[config.mk]
export PLATFORM = sky130hd
export DESIGN_NAME = blind_motion_position_tracker_flat
export DESIGN_NICKNAME = d
export VERILOG_FILES = /design/src/hdl/bmpt_pkg.sv /design/src/hdl/bmpt_in_if.sv /design/src/hdl/bmpt_out_if.sv /design/src/hdl/bmpt_cfg_if.sv /design/src/hdl/bmpt_div.sv /design/src/hdl/bmpt_datapath.sv /design/src/hdl/bmpt_ctrl.sv /design/src/hdl/blind_motion_position_tracker.sv /design/src/flat_wrapper.sv
export SDC_FILE = /design/constraint.sdc
export NUM_CORES = 1
export LEC_CHECK = 0
export BUFFER_PORTS_ARGS = -buffer_cell sky130_fd_sc_hd__buf_2
export CORE_UTILIZATION = 58
export CTS_CLUSTER_DIAMETER = 30
export DETAILED_ROUTE_END_ITERATION = 6
export PLACE_DENSITY = 0.76
export SYNTH_ARGS = -nofsm -noshare
export SYNTH_HDL_FRONTEND = slang
export SYNTH_HIERARCHICAL = 1
export SYNTH_SLANG_ARGS = --single-unit
[constraint.sdc]
create_clock -name clk -period 4.2 [get_ports clk]
set_input_delay 0.21 -clock clk [delete_from_list [all_inputs] [get_ports clk]]
set_output_delay 0.21 -clock clk [all_outputs]
set_load 0.01 [all_outputs]
[src/hdl/bmpt_pkg.sv]
// shared constants, motion codes and control structs for the blind position tracker
package bmpt_pkg;

    localparam int NOW_W   = 32;
    localparam int TRAV_W  = 16;
    localparam int PCT_W   = 7;
    localparam int MOT_W   = 2;
    localparam int SUM_W   = NOW_W + 2;
    localparam int PROD_W  = TRAV_W + PCT_W;
    localparam int QUO_W   = PCT_W;
    localparam int RND_W   = PCT_W + 1;

    // reciprocal for the rounding step, exact for any 7-bit value and step up to 50
    localparam int RECIP_SHIFT = 14;
    localparam int RECIP_W     = RECIP_SHIFT + 1;
    localparam int RPROD_W     = QUO_W + RECIP_W;

    localparam logic [TRAV_W-1:0] FULL_TRAVEL_RST = 16'd10000;
    localparam int                ROUND_STEP_DEF  = 5;
    localparam int                ROUND_HALF      = 2;
    localparam int                PCT_FULL        = 100;

    localparam logic [MOT_W-1:0] MOT_STOP  = 2'd0;
    localparam logic [MOT_W-1:0] MOT_UP    = 2'd1;
    localparam logic [MOT_W-1:0] MOT_DOWN  = 2'd2;
    localparam logic [MOT_W-1:0] MOT_STOP2 = 2'd3;

    typedef struct packed {
        logic idle;
        logic sum_en;
        logic clamp_en;
        logic mul_en;
        logic div_load_q;
        logic quo_load;
        logic div_step;
        logic round_en;
        logic emit;
    } bmpt_cmd_t;

    typedef struct packed {
        logic in_valid;
        logic need_update;
        logic full_zero;
        logic out_free;
    } bmpt_sts_t;

endpackage

[src/hdl/bmpt_in_if.sv]
// command item channel: up and down levels with a millisecond timestamp
interface bmpt_in_if;
    logic                        valid;
    logic                        ready;
    logic                        up_cmd;
    logic                        down_cmd;
    logic [bmpt_pkg::NOW_W-1:0]  now_ms;

    modport source (output valid, up_cmd, down_cmd, now_ms, input ready);
    modport sink   (input valid, up_cmd, down_cmd, now_ms, output ready);
endinterface

[src/hdl/bmpt_out_if.sv]
// result channel: motion state, position and change flag
interface bmpt_out_if;
    logic                        valid;
    logic                        ready;
    logic [bmpt_pkg::MOT_W-1:0]  motion;
    logic [bmpt_pkg::PCT_W-1:0]  position_pct;
    logic                        motion_changed;

    modport source (output valid, motion, position_pct, motion_changed, input ready);
    modport sink   (input valid, motion, position_pct, motion_changed, output ready);
endinterface

[src/hdl/bmpt_cfg_if.sv]
// configuration write channel for the full travel time
interface bmpt_cfg_if;
    logic                        valid;
    logic                        ready;
    logic [bmpt_pkg::TRAV_W-1:0] full_travel_ms;

    modport source (output valid, full_travel_ms, input ready);
    modport sink   (input valid, full_travel_ms, output ready);
endinterface

[src/hdl/bmpt_div.sv]
// restoring divider, one quotient bit per step, remainder kept below the divisor
module bmpt_div (
    input  logic                        clk,
    input  logic                        load,
    input  logic                        step,
    input  logic [bmpt_pkg::TRAV_W-1:0] hi_init,
    input  logic [bmpt_pkg::QUO_W-1:0]  lo_init,
    input  logic [bmpt_pkg::TRAV_W-1:0] divisor,
    output logic [bmpt_pkg::QUO_W-1:0]  quo
);
    import bmpt_pkg::*;

    logic [TRAV_W-1:0] rem_reg, rem_next;
    logic [QUO_W-1:0]  lo_reg, lo_next;
    logic [QUO_W-1:0]  quo_reg, quo_next;
    logic [TRAV_W-1:0] div_reg;
    logic [TRAV_W:0]   trial;
    logic [TRAV_W:0]   diff;
    logic              fits;

    always_comb
    begin
        trial    = {rem_reg, lo_reg[QUO_W-1]};
        diff     = trial - {1'b0, div_reg};
        fits     = (trial >= {1'b0, div_reg});
        rem_next = fits ? diff[TRAV_W-1:0] : trial[TRAV_W-1:0];
        lo_next  = {lo_reg[QUO_W-2:0], 1'b0};
        quo_next = {quo_reg[QUO_W-2:0], fits};
    end

    always_ff @(posedge clk)
    begin
        if (load)
        begin
            rem_reg <= hi_init;
            lo_reg  <= lo_init;
            quo_reg <= '0;
            div_reg <= divisor;
        end
        else if (step)
        begin
            rem_reg <= rem_next;
            lo_reg  <= lo_next;
            quo_reg <= quo_next;
        end
    end

    assign quo = quo_reg;
endmodule

[src/hdl/bmpt_datapath.sv]
// motion machine, travel accumulator, percentage arithmetic and result register
module bmpt_datapath #(
    parameter int ROUND_STEP = bmpt_pkg::ROUND_STEP_DEF
) (
    input  logic                 clk,
    input  logic                 rst_n,
    bmpt_in_if.sink              item,
    bmpt_out_if.source           result,
    bmpt_cfg_if.sink             cfg,
    input  bmpt_pkg::bmpt_cmd_t  cmd,
    output bmpt_pkg::bmpt_sts_t  sts
);
    import bmpt_pkg::*;

    localparam logic [RECIP_W-1:0] RECIP_MUL =
        RECIP_W'(((1 << RECIP_SHIFT) + ROUND_STEP - 1) / ROUND_STEP);

    logic [TRAV_W-1:0] full_reg;
    logic [MOT_W-1:0]  motion_reg, motion_next;
    logic [MOT_W-1:0]  prev_reg;
    logic              moving_reg;
    logic [NOW_W-1:0]  start_reg;
    logic [TRAV_W-1:0] travel_reg;
    logic [PCT_W-1:0]  percent_reg;
    logic [NOW_W-1:0]  elapsed_reg;
    logic              dir_up_reg;
    logic [SUM_W-1:0]  sum_reg;
    logic [PROD_W-1:0] prod_reg;
    logic [QUO_W-1:0]  x_reg;
    logic [QUO_W-1:0]  rq_reg;
    logic              changed_reg;
    logic              out_valid_reg;
    logic [MOT_W-1:0]  out_motion_reg;
    logic [PCT_W-1:0]  out_pct_reg;
    logic              out_changed_reg;

    logic               accept;
    logic               changed;
    logic               to_stop;
    logic               upd;
    logic               upd_dir_up;
    logic [SUM_W-1:0]   travel_ext, elapsed_ext;
    logic [TRAV_W-1:0]  clamped;
    logic [QUO_W-1:0]   div_quo;
    logic [RPROD_W-1:0] rprod;
    logic [RND_W-1:0]   r8, x8, p8;
    logic [PCT_W-1:0]   pct_rounded;

    assign accept = cmd.idle && item.valid;

    // next motion state from the command levels
    always_comb
    begin
        motion_next = motion_reg;
        case (motion_reg)
            MOT_STOP:
            begin
                if (item.up_cmd)
                    motion_next = MOT_UP;
                if (item.down_cmd)
                    motion_next = MOT_DOWN;
            end
            MOT_UP:
            begin
                if (!item.up_cmd && !item.down_cmd)
                    motion_next = MOT_STOP;
                if (!item.up_cmd && item.down_cmd)
                    motion_next = MOT_STOP2;
            end
            MOT_DOWN:
            begin
                if (!item.up_cmd && !item.down_cmd)
                    motion_next = MOT_STOP;
                if (item.up_cmd && !item.down_cmd)
                    motion_next = MOT_STOP2;
            end
            default:
            begin
                if (!item.up_cmd && !item.down_cmd)
                    motion_next = MOT_STOP;
            end
        endcase
    end

    always_comb
    begin
        changed = (motion_next != motion_reg);
        to_stop = (motion_next == MOT_STOP) || (motion_next == MOT_STOP2);
        if (to_stop)
        begin
            upd        = changed && ((prev_reg == MOT_UP) || (prev_reg == MOT_DOWN));
            upd_dir_up = (prev_reg == MOT_UP);
        end
        else
        begin
            upd        = changed && moving_reg;
            upd_dir_up = (motion_next == MOT_UP);
        end
    end

    assign cfg.ready = 1'b1;

    always_ff @(posedge clk or negedge rst_n)
    begin
        if (!rst_n)
        begin
            full_reg   <= FULL_TRAVEL_RST;
            motion_reg <= MOT_STOP;
            prev_reg   <= MOT_STOP;
            moving_reg <= 1'b0;
            start_reg  <= '0;
        end
        else
        begin
            if (cfg.valid)
                full_reg <= cfg.full_travel_ms;
            if (accept && changed)
            begin
                motion_reg <= motion_next;
                prev_reg   <= motion_next;
                moving_reg <= !to_stop;
                if (!to_stop)
                    start_reg <= item.now_ms;
            end
        end
    end

    // elapsed time is taken against the stamp before it is replaced
    always_ff @(posedge clk)
    begin
        if (accept)
        begin
            elapsed_reg <= item.now_ms - start_reg;
            dir_up_reg  <= upd_dir_up;
            changed_reg <= changed;
        end
    end

    assign travel_ext  = SUM_W'(travel_reg);
    assign elapsed_ext = SUM_W'(elapsed_reg);

    // quotient by the rounding step through a reciprocal, exact over the percentage range
    assign rprod = RPROD_W'(div_quo) * RPROD_W'(RECIP_MUL);

    always_ff @(posedge clk)
    begin
        if (cmd.sum_en)
            sum_reg <= dir_up_reg ? (travel_ext + elapsed_ext) : (travel_ext - elapsed_ext);
        if (cmd.mul_en)
            prod_reg <= PROD_W'(travel_reg) * PROD_W'(PCT_FULL);
        if (cmd.quo_load)
        begin
            x_reg  <= div_quo;
            rq_reg <= rprod[RECIP_SHIFT +: QUO_W];
        end
    end

    always_comb
    begin
        if (sum_reg[SUM_W-1])
            clamped = '0;
        else if (sum_reg[SUM_W-2:0] > (SUM_W-1)'(full_reg))
            clamped = full_reg;
        else
            clamped = sum_reg[TRAV_W-1:0];
    end

    always_comb
    begin
        x8 = RND_W'(x_reg);
        r8 = x8 - RND_W'(rq_reg) * RND_W'(ROUND_STEP);
        if (r8 > RND_W'(ROUND_HALF))
            p8 = x8 + RND_W'(ROUND_STEP) - r8;
        else
            p8 = x8 - r8;
        if (p8 > RND_W'(PCT_FULL))
            pct_rounded = PCT_W'(PCT_FULL);
        else
            pct_rounded = p8[PCT_W-1:0];
    end

    always_ff @(posedge clk or negedge rst_n)
    begin
        if (!rst_n)
        begin
            travel_reg  <= '0;
            percent_reg <= '0;
        end
        else
        begin
            if (cmd.clamp_en)
            begin
                travel_reg <= clamped;
                if (full_reg == '0)
                    percent_reg <= '0;
            end
            if (cmd.round_en)
                percent_reg <= pct_rounded;
        end
    end

    // travel*100 / full
    bmpt_div u_div (
        .clk     (clk),
        .load    (cmd.div_load_q),
        .step    (cmd.div_step),
        .hi_init (prod_reg[PROD_W-1:QUO_W]),
        .lo_init (prod_reg[QUO_W-1:0]),
        .divisor (full_reg),
        .quo     (div_quo)
    );

    always_ff @(posedge clk or negedge rst_n)
    begin
        if (!rst_n)
            out_valid_reg <= 1'b0;
        else if (cmd.emit)
            out_valid_reg <= 1'b1;
        else if (result.ready)
            out_valid_reg <= 1'b0;
    end

    always_ff @(posedge clk)
    begin
        if (cmd.emit)
        begin
            out_motion_reg  <= motion_reg;
            out_pct_reg     <= percent_reg;
            out_changed_reg <= changed_reg;
        end
    end

    assign item.ready            = cmd.idle;
    assign result.valid          = out_valid_reg;
    assign result.motion         = out_motion_reg;
    assign result.position_pct   = out_pct_reg;
    assign result.motion_changed = out_changed_reg;

    assign sts.in_valid    = item.valid;
    assign sts.need_update = upd;
    assign sts.full_zero   = (full_reg == '0);
    assign sts.out_free    = !out_valid_reg || result.ready;
endmodule

[src/hdl/bmpt_ctrl.sv]
// sequencer: update, clamp, multiply, divider pass, rounding, result hand-off
module bmpt_ctrl (
    input  logic                 clk,
    input  logic                 rst_n,
    input  bmpt_pkg::bmpt_sts_t  sts,
    output bmpt_pkg::bmpt_cmd_t  cmd
);
    import bmpt_pkg::*;

    localparam logic [3:0] ST_IDLE  = 4'd0;
    localparam logic [3:0] ST_SUM   = 4'd1;
    localparam logic [3:0] ST_CLAMP = 4'd2;
    localparam logic [3:0] ST_MUL   = 4'd3;
    localparam logic [3:0] ST_LOADQ = 4'd4;
    localparam logic [3:0] ST_DIVQ  = 4'd5;
    localparam logic [3:0] ST_XLOAD = 4'd6;
    localparam logic [3:0] ST_ROUND = 4'd7;
    localparam logic [3:0] ST_EMIT  = 4'd8;

    localparam int CNT_W = $clog2(QUO_W);
    localparam logic [CNT_W-1:0] CNT_LAST = CNT_W'(QUO_W - 1);

    logic [3:0]       state_reg, state_next;
    logic [CNT_W-1:0] cnt_reg, cnt_next;

    always_comb
    begin
        state_next = state_reg;
        cnt_next   = cnt_reg;
        cmd        = '0;
        case (state_reg)
            ST_IDLE:
            begin
                cmd.idle = 1'b1;
                if (sts.in_valid)
                    state_next = sts.need_update ? ST_SUM : ST_EMIT;
            end
            ST_SUM:
            begin
                cmd.sum_en = 1'b1;
                state_next = ST_CLAMP;
            end
            ST_CLAMP:
            begin
                cmd.clamp_en = 1'b1;
                state_next   = sts.full_zero ? ST_EMIT : ST_MUL;
            end
            ST_MUL:
            begin
                cmd.mul_en = 1'b1;
                state_next = ST_LOADQ;
            end
            ST_LOADQ:
            begin
                cmd.div_load_q = 1'b1;
                cnt_next       = '0;
                state_next     = ST_DIVQ;
            end
            ST_DIVQ:
            begin
                cmd.div_step = 1'b1;
                cnt_next     = cnt_reg + 1'b1;
                if (cnt_reg == CNT_LAST)
                    state_next = ST_XLOAD;
            end
            ST_XLOAD:
            begin
                cmd.quo_load = 1'b1;
                state_next   = ST_ROUND;
            end
            ST_ROUND:
            begin
                cmd.round_en = 1'b1;
                state_next   = ST_EMIT;
            end
            ST_EMIT:
            begin
                if (sts.out_free)
                begin
                    cmd.emit   = 1'b1;
                    state_next = ST_IDLE;
                end
            end
            default:
            begin
                state_next = ST_IDLE;
            end
        endcase
    end

    always_ff @(posedge clk or negedge rst_n)
    begin
        if (!rst_n)
        begin
            state_reg <= ST_IDLE;
            cnt_reg   <= '0;
        end
        else
        begin
            state_reg <= state_next;
            cnt_reg   <= cnt_next;
        end
    end
endmodule

[src/hdl/blind_motion_position_tracker.sv]
// top level of the blind position tracker: sequencer and datapath
//
//  channel  dir  handshake      payload
//  item     in   valid/ready    up_cmd, down_cmd, now_ms[31:0]
//  result   out  valid/ready    motion[1:0], position_pct[6:0], motion_changed
//  cfg      in   valid/ready    full_travel_ms[15:0]
//
//  an item with no position update goes from idle straight to emit, which waits for a free
//  result register; an item that moves the travel total passes sum, clamp, multiply,
//  the seven-step restoring divider and rounding; zero full travel skips from clamp to emit
//  rst_n is asynchronous: motion stop, travel and position zero, full travel 10000 ms
//  the result register holds while result.ready is low; the next item is taken meanwhile
module blind_motion_position_tracker #(
    parameter int ROUND_STEP = bmpt_pkg::ROUND_STEP_DEF
) (
    input  logic        clk,
    input  logic        rst_n,
    bmpt_in_if.sink     item,
    bmpt_out_if.source  result,
    bmpt_cfg_if.sink    cfg
);
    import bmpt_pkg::*;

    bmpt_cmd_t cmd;
    bmpt_sts_t sts;

    bmpt_ctrl u_ctrl (
        .clk   (clk),
        .rst_n (rst_n),
        .sts   (sts),
        .cmd   (cmd)
    );

    bmpt_datapath #(
        .ROUND_STEP (ROUND_STEP)
    ) u_dp (
        .clk    (clk),
        .rst_n  (rst_n),
        .item   (item),
        .result (result),
        .cfg    (cfg),
        .cmd    (cmd),
        .sts    (sts)
    );
endmodule
[src/flat_wrapper.sv]
// flat-port wrapper written by rule: the top's interface ports become plain ports
module blind_motion_position_tracker_flat import bmpt_pkg::*;
#(
    parameter int ROUND_STEP = bmpt_pkg::ROUND_STEP_DEF
)
  (clk, rst_n, item_valid, item_up_cmd, item_down_cmd, item_now_ms, item_ready, result_valid, result_motion, result_position_pct, result_motion_changed, result_ready, cfg_valid, cfg_full_travel_ms, cfg_ready);
  bmpt_in_if item_i ();
  bmpt_out_if result_i ();
  bmpt_cfg_if cfg_i ();
  input  logic clk;
  input  logic rst_n;
  input wire logic [$bits(item_i.valid)-1:0] item_valid;
  input wire logic [$bits(item_i.up_cmd)-1:0] item_up_cmd;
  input wire logic [$bits(item_i.down_cmd)-1:0] item_down_cmd;
  input wire logic [$bits(item_i.now_ms)-1:0] item_now_ms;
  output wire logic [$bits(item_i.ready)-1:0] item_ready;
  output wire logic [$bits(result_i.valid)-1:0] result_valid;
  output wire logic [$bits(result_i.motion)-1:0] result_motion;
  output wire logic [$bits(result_i.position_pct)-1:0] result_position_pct;
  output wire logic [$bits(result_i.motion_changed)-1:0] result_motion_changed;
  input wire logic [$bits(result_i.ready)-1:0] result_ready;
  input wire logic [$bits(cfg_i.valid)-1:0] cfg_valid;
  input wire logic [$bits(cfg_i.full_travel_ms)-1:0] cfg_full_travel_ms;
  output wire logic [$bits(cfg_i.ready)-1:0] cfg_ready;
  assign item_i.valid = item_valid;
  assign item_i.up_cmd = item_up_cmd;
  assign item_i.down_cmd = item_down_cmd;
  assign item_i.now_ms = item_now_ms;
  assign item_ready = item_i.ready;
  assign result_valid = result_i.valid;
  assign result_motion = result_i.motion;
  assign result_position_pct = result_i.position_pct;
  assign result_motion_changed = result_i.motion_changed;
  assign result_i.ready = result_ready;
  assign cfg_i.valid = cfg_valid;
  assign cfg_i.full_travel_ms = cfg_full_travel_ms;
  assign cfg_ready = cfg_i.ready;
  blind_motion_position_tracker #(.ROUND_STEP(ROUND_STEP)) u_core (.clk(clk), .rst_n(rst_n), .item(item_i), .result(result_i), .cfg(cfg_i));
endmodule
Word-level counts from Yosys, hierarchy flattened --
Index checks and enable logic that the tools add are counted.
Operators by class: reductions and logical operators 26, add/sub/neg operators 9, $mul 3, mux-type cells 40, $lt $le $gt $ge 4, bitwise operators 1, divide/modulo/power cells 0, shifts and indexed selects 0, equal/unequal tests 17
Operators with widths (number):
- 16-bit two-way mux | 5
- 7-bit two-way mux | 6
- 4-bit case mux with 9 select lines | 1
- 34-bit two-way mux | 1
- 16-bit by 32-bit adder with 33-bit output | 1
- 33-bit by 16-bit > comparator with 1-bit output | 1
- 16-bit by 32-bit subtractor with 33-bit output | 1
- 32-bit subtractor | 1
- 16-bit by 5-bit multiplier with 21-bit output, second input constant | 1
- 4-bit two-way mux | 5
- 7-bit by 12-bit multiplier with 19-bit output, second input constant | 1
- 17-bit by 16-bit >= comparator with 1-bit output | 1
- 4-bit by 3-bit equality test with 1-bit output, second input constant | 4
- 16-bit zero test | 1
- 16-bit subtractor | 1
- 7-bit by 8-bit subtractor with 8-bit output | 2
- 1-bit two-way mux | 14
- 2-bit two-way mux | 5
- 2-bit nonzero test | 5
- 7-bit by 3-bit adder with 8-bit output, second input constant | 1
- 4-bit by 2-bit equality test with 1-bit output, second input constant | 2
- 8-bit by 2-bit > comparator with 1-bit output, second input constant | 1
- 8-bit by 7-bit > comparator with 1-bit output, second input constant | 1
- 5-bit by 3-bit multiplier with 8-bit output, second input constant | 1
- 21 further kinds | 37
Word-level totals: bits in latches 0, bits in registers 238, input bits 55, memory bits (writable) 0, memory bits (read-only) 0, memories 0, output and inout port bits 13, word-level logic and storage cells 124

Longest topological paths before layout --
word-level depth 11, mapped depth 19, mapped depth without buffers 19

By module --
The synthesis kept the hierarchy.
By module, submodules not included:
- bmpt_datapath | seq. area each 5216.3 µm², area each 14390.1 µm², instances 1, cells an instance 1405
- bmpt_div | seq. area each 1311.3 µm², area each 2894.0 µm², instances 1, cells an instance 267
- bmpt_ctrl | seq. area each 175.2 µm², area each 483.0 µm², instances 1, cells an instance 58

Least setup slack after synthesis --
No wires, ideal clock.
path kind register -> register, start point reg u_core.u_dp.rq_reg[1], end point reg u_core.u_dp.percent_reg[1], path slack 0.127 ns, cell stages (with the launch flop) 19, library setup time 0.122 ns, data required time 4.078 ns, arrival 3.951 ns, clock period less this slack 4.073 ns, buffers on the path 0, path through edfxtp_1 > ha_1 > inv_1 > fa_1 > ha_1 > inv_1 > o21bai_1 > a21oi_1 > xor2_1 > inv_1 > fa_1 > inv_1 > a21o_1 > a21oi_1 > xor2_1 > a31oi_1 > a221o_1 > o221a_2 > a32o_1
Between the ends: word-level cells in the longest chain between the ends 7, elaborated cells between the ends (all ways) 9, classes of those cells 3 x add/sub; 1 x mul; 2 x order compare; 3 x mux
RTL lines:
- from (decl) | line bmpt_datapath.sv:30 | logic [QUO_W-1:0] rq_reg;
- from (signal assigned) | line bmpt_datapath.sv:154 | rq_reg <= rprod[RECIP_SHIFT +: QUO_W];
- 5-bit by 3-bit multiplier with 8-bit output (*) | line bmpt_datapath.sv:171 | r8 = x8 - RND_W'(rq_reg) * RND_W'(ROUND_STEP);
- 7-bit by 8-bit subtractor with 8-bit output (*) | line bmpt_datapath.sv:171
- 7-bit by 8-bit subtractor with 8-bit output, or another cell as far along | line bmpt_datapath.sv:175 | p8 = x8 - r8;
- 8-bit two-way mux (*) | line bmpt_datapath.sv:172 | if (r8 > RND_W'(ROUND_HALF))
- 8-bit by 7-bit > comparator with 1-bit output | line bmpt_datapath.sv:176 | if (p8 > RND_W'(PCT_FULL))
- 7-bit two-way mux (*) | line bmpt_datapath.sv:176
- 7-bit two-way mux (*) | line bmpt_datapath.sv:197 | if (cmd.round_en)
- to (signal assigned) | line bmpt_datapath.sv:198 | percent_reg <= pct_rounded;
- to (decl) | line bmpt_datapath.sv:24 | logic [PCT_W-1:0] percent_reg;
Every way passes the cells marked *; elsewhere a longest branch is shown, timed or not. A chain may end at the register's enable or synchronous reset.

Final worst setup path --
start point reg u_core.u_dp.rq_reg[1], end point reg u_core.u_dp.percent_reg[3]
The elaborated chain is that of the path after synthesis.

==> out/metrics.cfg <==
[pwr]
p_leak_nw=9.70
pwr-share-clk_pct=28.7
p_per_area_nw_per_um2=715
internal-power_mw=9.41
combPwrFrac_pct=43.5
peakVddDrop_mv=0.550
switching_share_pct=37.5
p_switching_mw=5.65
seq_power_share_pct=27.8

[logic_synthesis]
ys_ff_latch=239
synthAdderAreaFrac_pct=19.7
synth-simple-area-share_pct=10.4
ys_types=89
synth_top_family_by_area=adder cells
synth.cell_area_um2=17800
yosysTopAreaCell=edfxtp_1
async_reset_ff_share_pct=34.3
ys.warnings.count=6
synth_area_per_cell_um2=10.3
synth_compound_area_share_pct=16.2
synthXorXnorAreaFrac_pct=5.18
synth_area_leaders=edfxtp_1 (25%), ha_1 (16%), dfrtp_1 (11%)
synth.yosys.seq_area_share_pct=37.7
synthMuxAreaShare_pct=4.41
synth_top_area_share_pct=25.4
synth-main-ff-cell=edfxtp_1
netlist_instances=1730
synth_edf_count=150

[cells_and_area]
final_common_cell=inv_1
largest_reg_flops=34
drive_gt1_share_pct=15.4
n_fill_cell=2142
design_area_um2=21100
mostFrequentLayoutCells=inv_1 (233), ha_1 (221), edfxtp_1 (150), a21oi_1 (92), nand2_1 (80)
instances_no_fill=2326
syn_to_final_growth_pct=18.6
seq_area_um2=6710
final_nets=2202
multi_input_area_um2=10000
diodes=0

[sta]
maxSlewViolCount=0
finalSetupViolCount=0
tightest_slew_ns=1.01
hold_viol_final=0
rsz0062_at_grt=true
clock_skew_ns=0.0201
fin_crit_sh_pct=97.4
fmax_mhz=245
min_period_ns=4.09
slew_headroom_pct=32.5

[worst_setup_path]
crit_type=flip-flop to flip-flop
crit_path_end_kind=flip-flop
critPathLaunchType=flip-flop
critPathMaxFanout=6
arrival_ns=4.53
crit_required_ns=4.64

[clock_tree]
cts_root_buffer=clkbuf_16
cts_made_buffers=56
clock_sinks=239
clk_latency_ns=0.56
clk_pin_slew_ns=0.05
cts_tree=built
clk_path_buf_depth=3
cts.htree.levels=2

[drt]
drtAntennaViolNets=0
route.vias.total=13600
viasPerCell=5.83
routed_wl_um=39500
wl_per_cell_um=17.0
drc=12
drtIter0Drc=788
firstDrtPassIters=7

[global_routing]
antenna_found_initial=0
track_usage_pct=25.7
grt.overflow.total=0
grt_util_met1_pct=31.1
grt_max_degree=58
grt_most_used_layer=met2
grt_pass1_wl_um=65000
grt_pass1_vias=13800
grt_use_met3_pct=3.52
grtUsageMet2_pct=45.9

[floorplanning]
start_util_pct=59.5
dieArea_um2=31300
dieHeight_um=177
die_w_um=177
row_count=63
io_pins=68
coreArea_um2=29900

[status]
outcome=finished with violations
violations=DRC

[run]
max_cap_viol_count=0

[min_path]
hold_class=input port to flip-flop

[place]
port-buffer-count=66
dp.cells=2165
globalplace.congestion=0.905
hpwl_um=28400
place_area_um2=18500

==> what timing repair did <==
item | 4_1_cts | 5_1_grt
buffers inserted | 0 | 6
endpoints found under the hold margin | 83 | 0
endpoints found under the setup margin | 4 | 9
resized for setup | 3 | 16
pin swaps | 1 | 13
hold buffers | 49 | 0
==> cell usage after synthesis (all sizes together) (23+ instances only) <==
cell type    n
a21o        29
a21oi       95
buf         24
dfrtp       77
edfxtp     150
fa          34
ha         225
inv        236
mux2        42
mux2i       31
nand2       80
nand3       23
nor2        79
nor3        25
o21ai       73
xnor2       71
xor2        34
==> layout make-up <==
| class | count | share of cell area, % |
|---|---|---|
| multi-input combinational | 1210 | 47.7 |
| sequential | 239 | 31.8 |
| clock buffer | 65 | 6.96 |
| timing repair buffer | 144 | 4.94 |
| inverter | 237 | 4.22 |
| tap | 390 | 2.32 |
| clock inverter | 41 | 2.07 |
==> worst max-delay path: stages, from the launching register on <==
cell      delay, ns
edfxtp_1       0.39
ha_1           0.29
inv_1          0.04
fa_1           0.52
ha_4           0.22
a21oi_1        0.23
xnor2_1        0.13
inv_1          0.06
ha_1           0.19
inv_1          0.07
fa_1           0.52
inv_1          0.05
a21o_1         0.17
a21oi_2        0.13
xor2_1         0.23
a31oi_1        0.09
a221o_1        0.28
o221a_4        0.14
a32o_1         0.22
==> power groups by stage <==
stage | logic [mW] | registers [mW] | clock network (mW)
2_1_floorplan | 5.10 | 3.98 | 0
3_3_place_gp | 6.14 | 4.17 | 0
3_5_place_dp | 6.37 | 4.20 | 0
4_1_cts | 6.50 | 4.17 | 4.37
5_1_grt | 7.32 | 4.26 | 4.50
6_report | 6.56 | 4.19 | 4.32
==> worst paths after layout <==
check,slack [ns],to,depth (start not counted),start
max,0.11,u_core/u_dp/percent_reg[3],18,u_core/u_dp/rq_reg[1]
min,0.03,u_core/u_dp/result.valid,3,result_ready
max reg2reg,0.11,u_core/u_dp/percent_reg[3],18,u_core/u_dp/rq_reg[1]
min reg2reg,0.42,u_core/u_dp/result.motion_changed,0,u_core/u_dp/changed_reg
max in group asynchronous,2.99,u_core/u_dp/full_reg[11],3,rst_n
min in group asynchronous,0.17,u_core/u_dp/start_reg[16],2,rst_n
==> per-stage QoR <==
stage | hold slack [ns] | util (%) | TNS (ns) | setup slack (ns) | power, mW
2_1_floorplan | -0.0856 | - | 0 | 0.127 | 9.09
3_3_place_gp | 0.203 | 62.1 | 0 | 0.0723 | 10.3
3_5_place_dp | 0.205 | 62.1 | 0 | 0.00207 | 10.6
4_1_cts | 0.00689 | 70.1 | 0 | 0.0115 | 15.0
5_1_grt | 0.0479 | 70.5 | -0.270 | -0.0949 | 16.1
6_report | 0.0350 | 70.5 | 0 | 0.111 | 15.1
==> cell families (layout without fill, tap and decap cells) <==
| family | count (synthesis) | after routing |
|---|---|---|
| fa+ha+maj | 259 | 259 |
| xor+xnor | 105 | 105 |
| mux | 73 | 73 |
| simple gates | 356 | 356 |
| buf+inv | 282 | 487 |
| flops | 239 | 239 |
| other cells | 2 | 3 |
| compound gates | 414 | 414 |
==> layer usage <==
| metal | up-vias | share of wire (%) |
|---|---|---|
| li1 | 6609 | - |
| met5 | - | 0 |
| met1 | 6497 | 43 |
| met4 | 0 | 2.9 |
| met3 | 92 | 4.2 |
| met2 | 370 | 50 |
(Power assumes the default switching activity.)
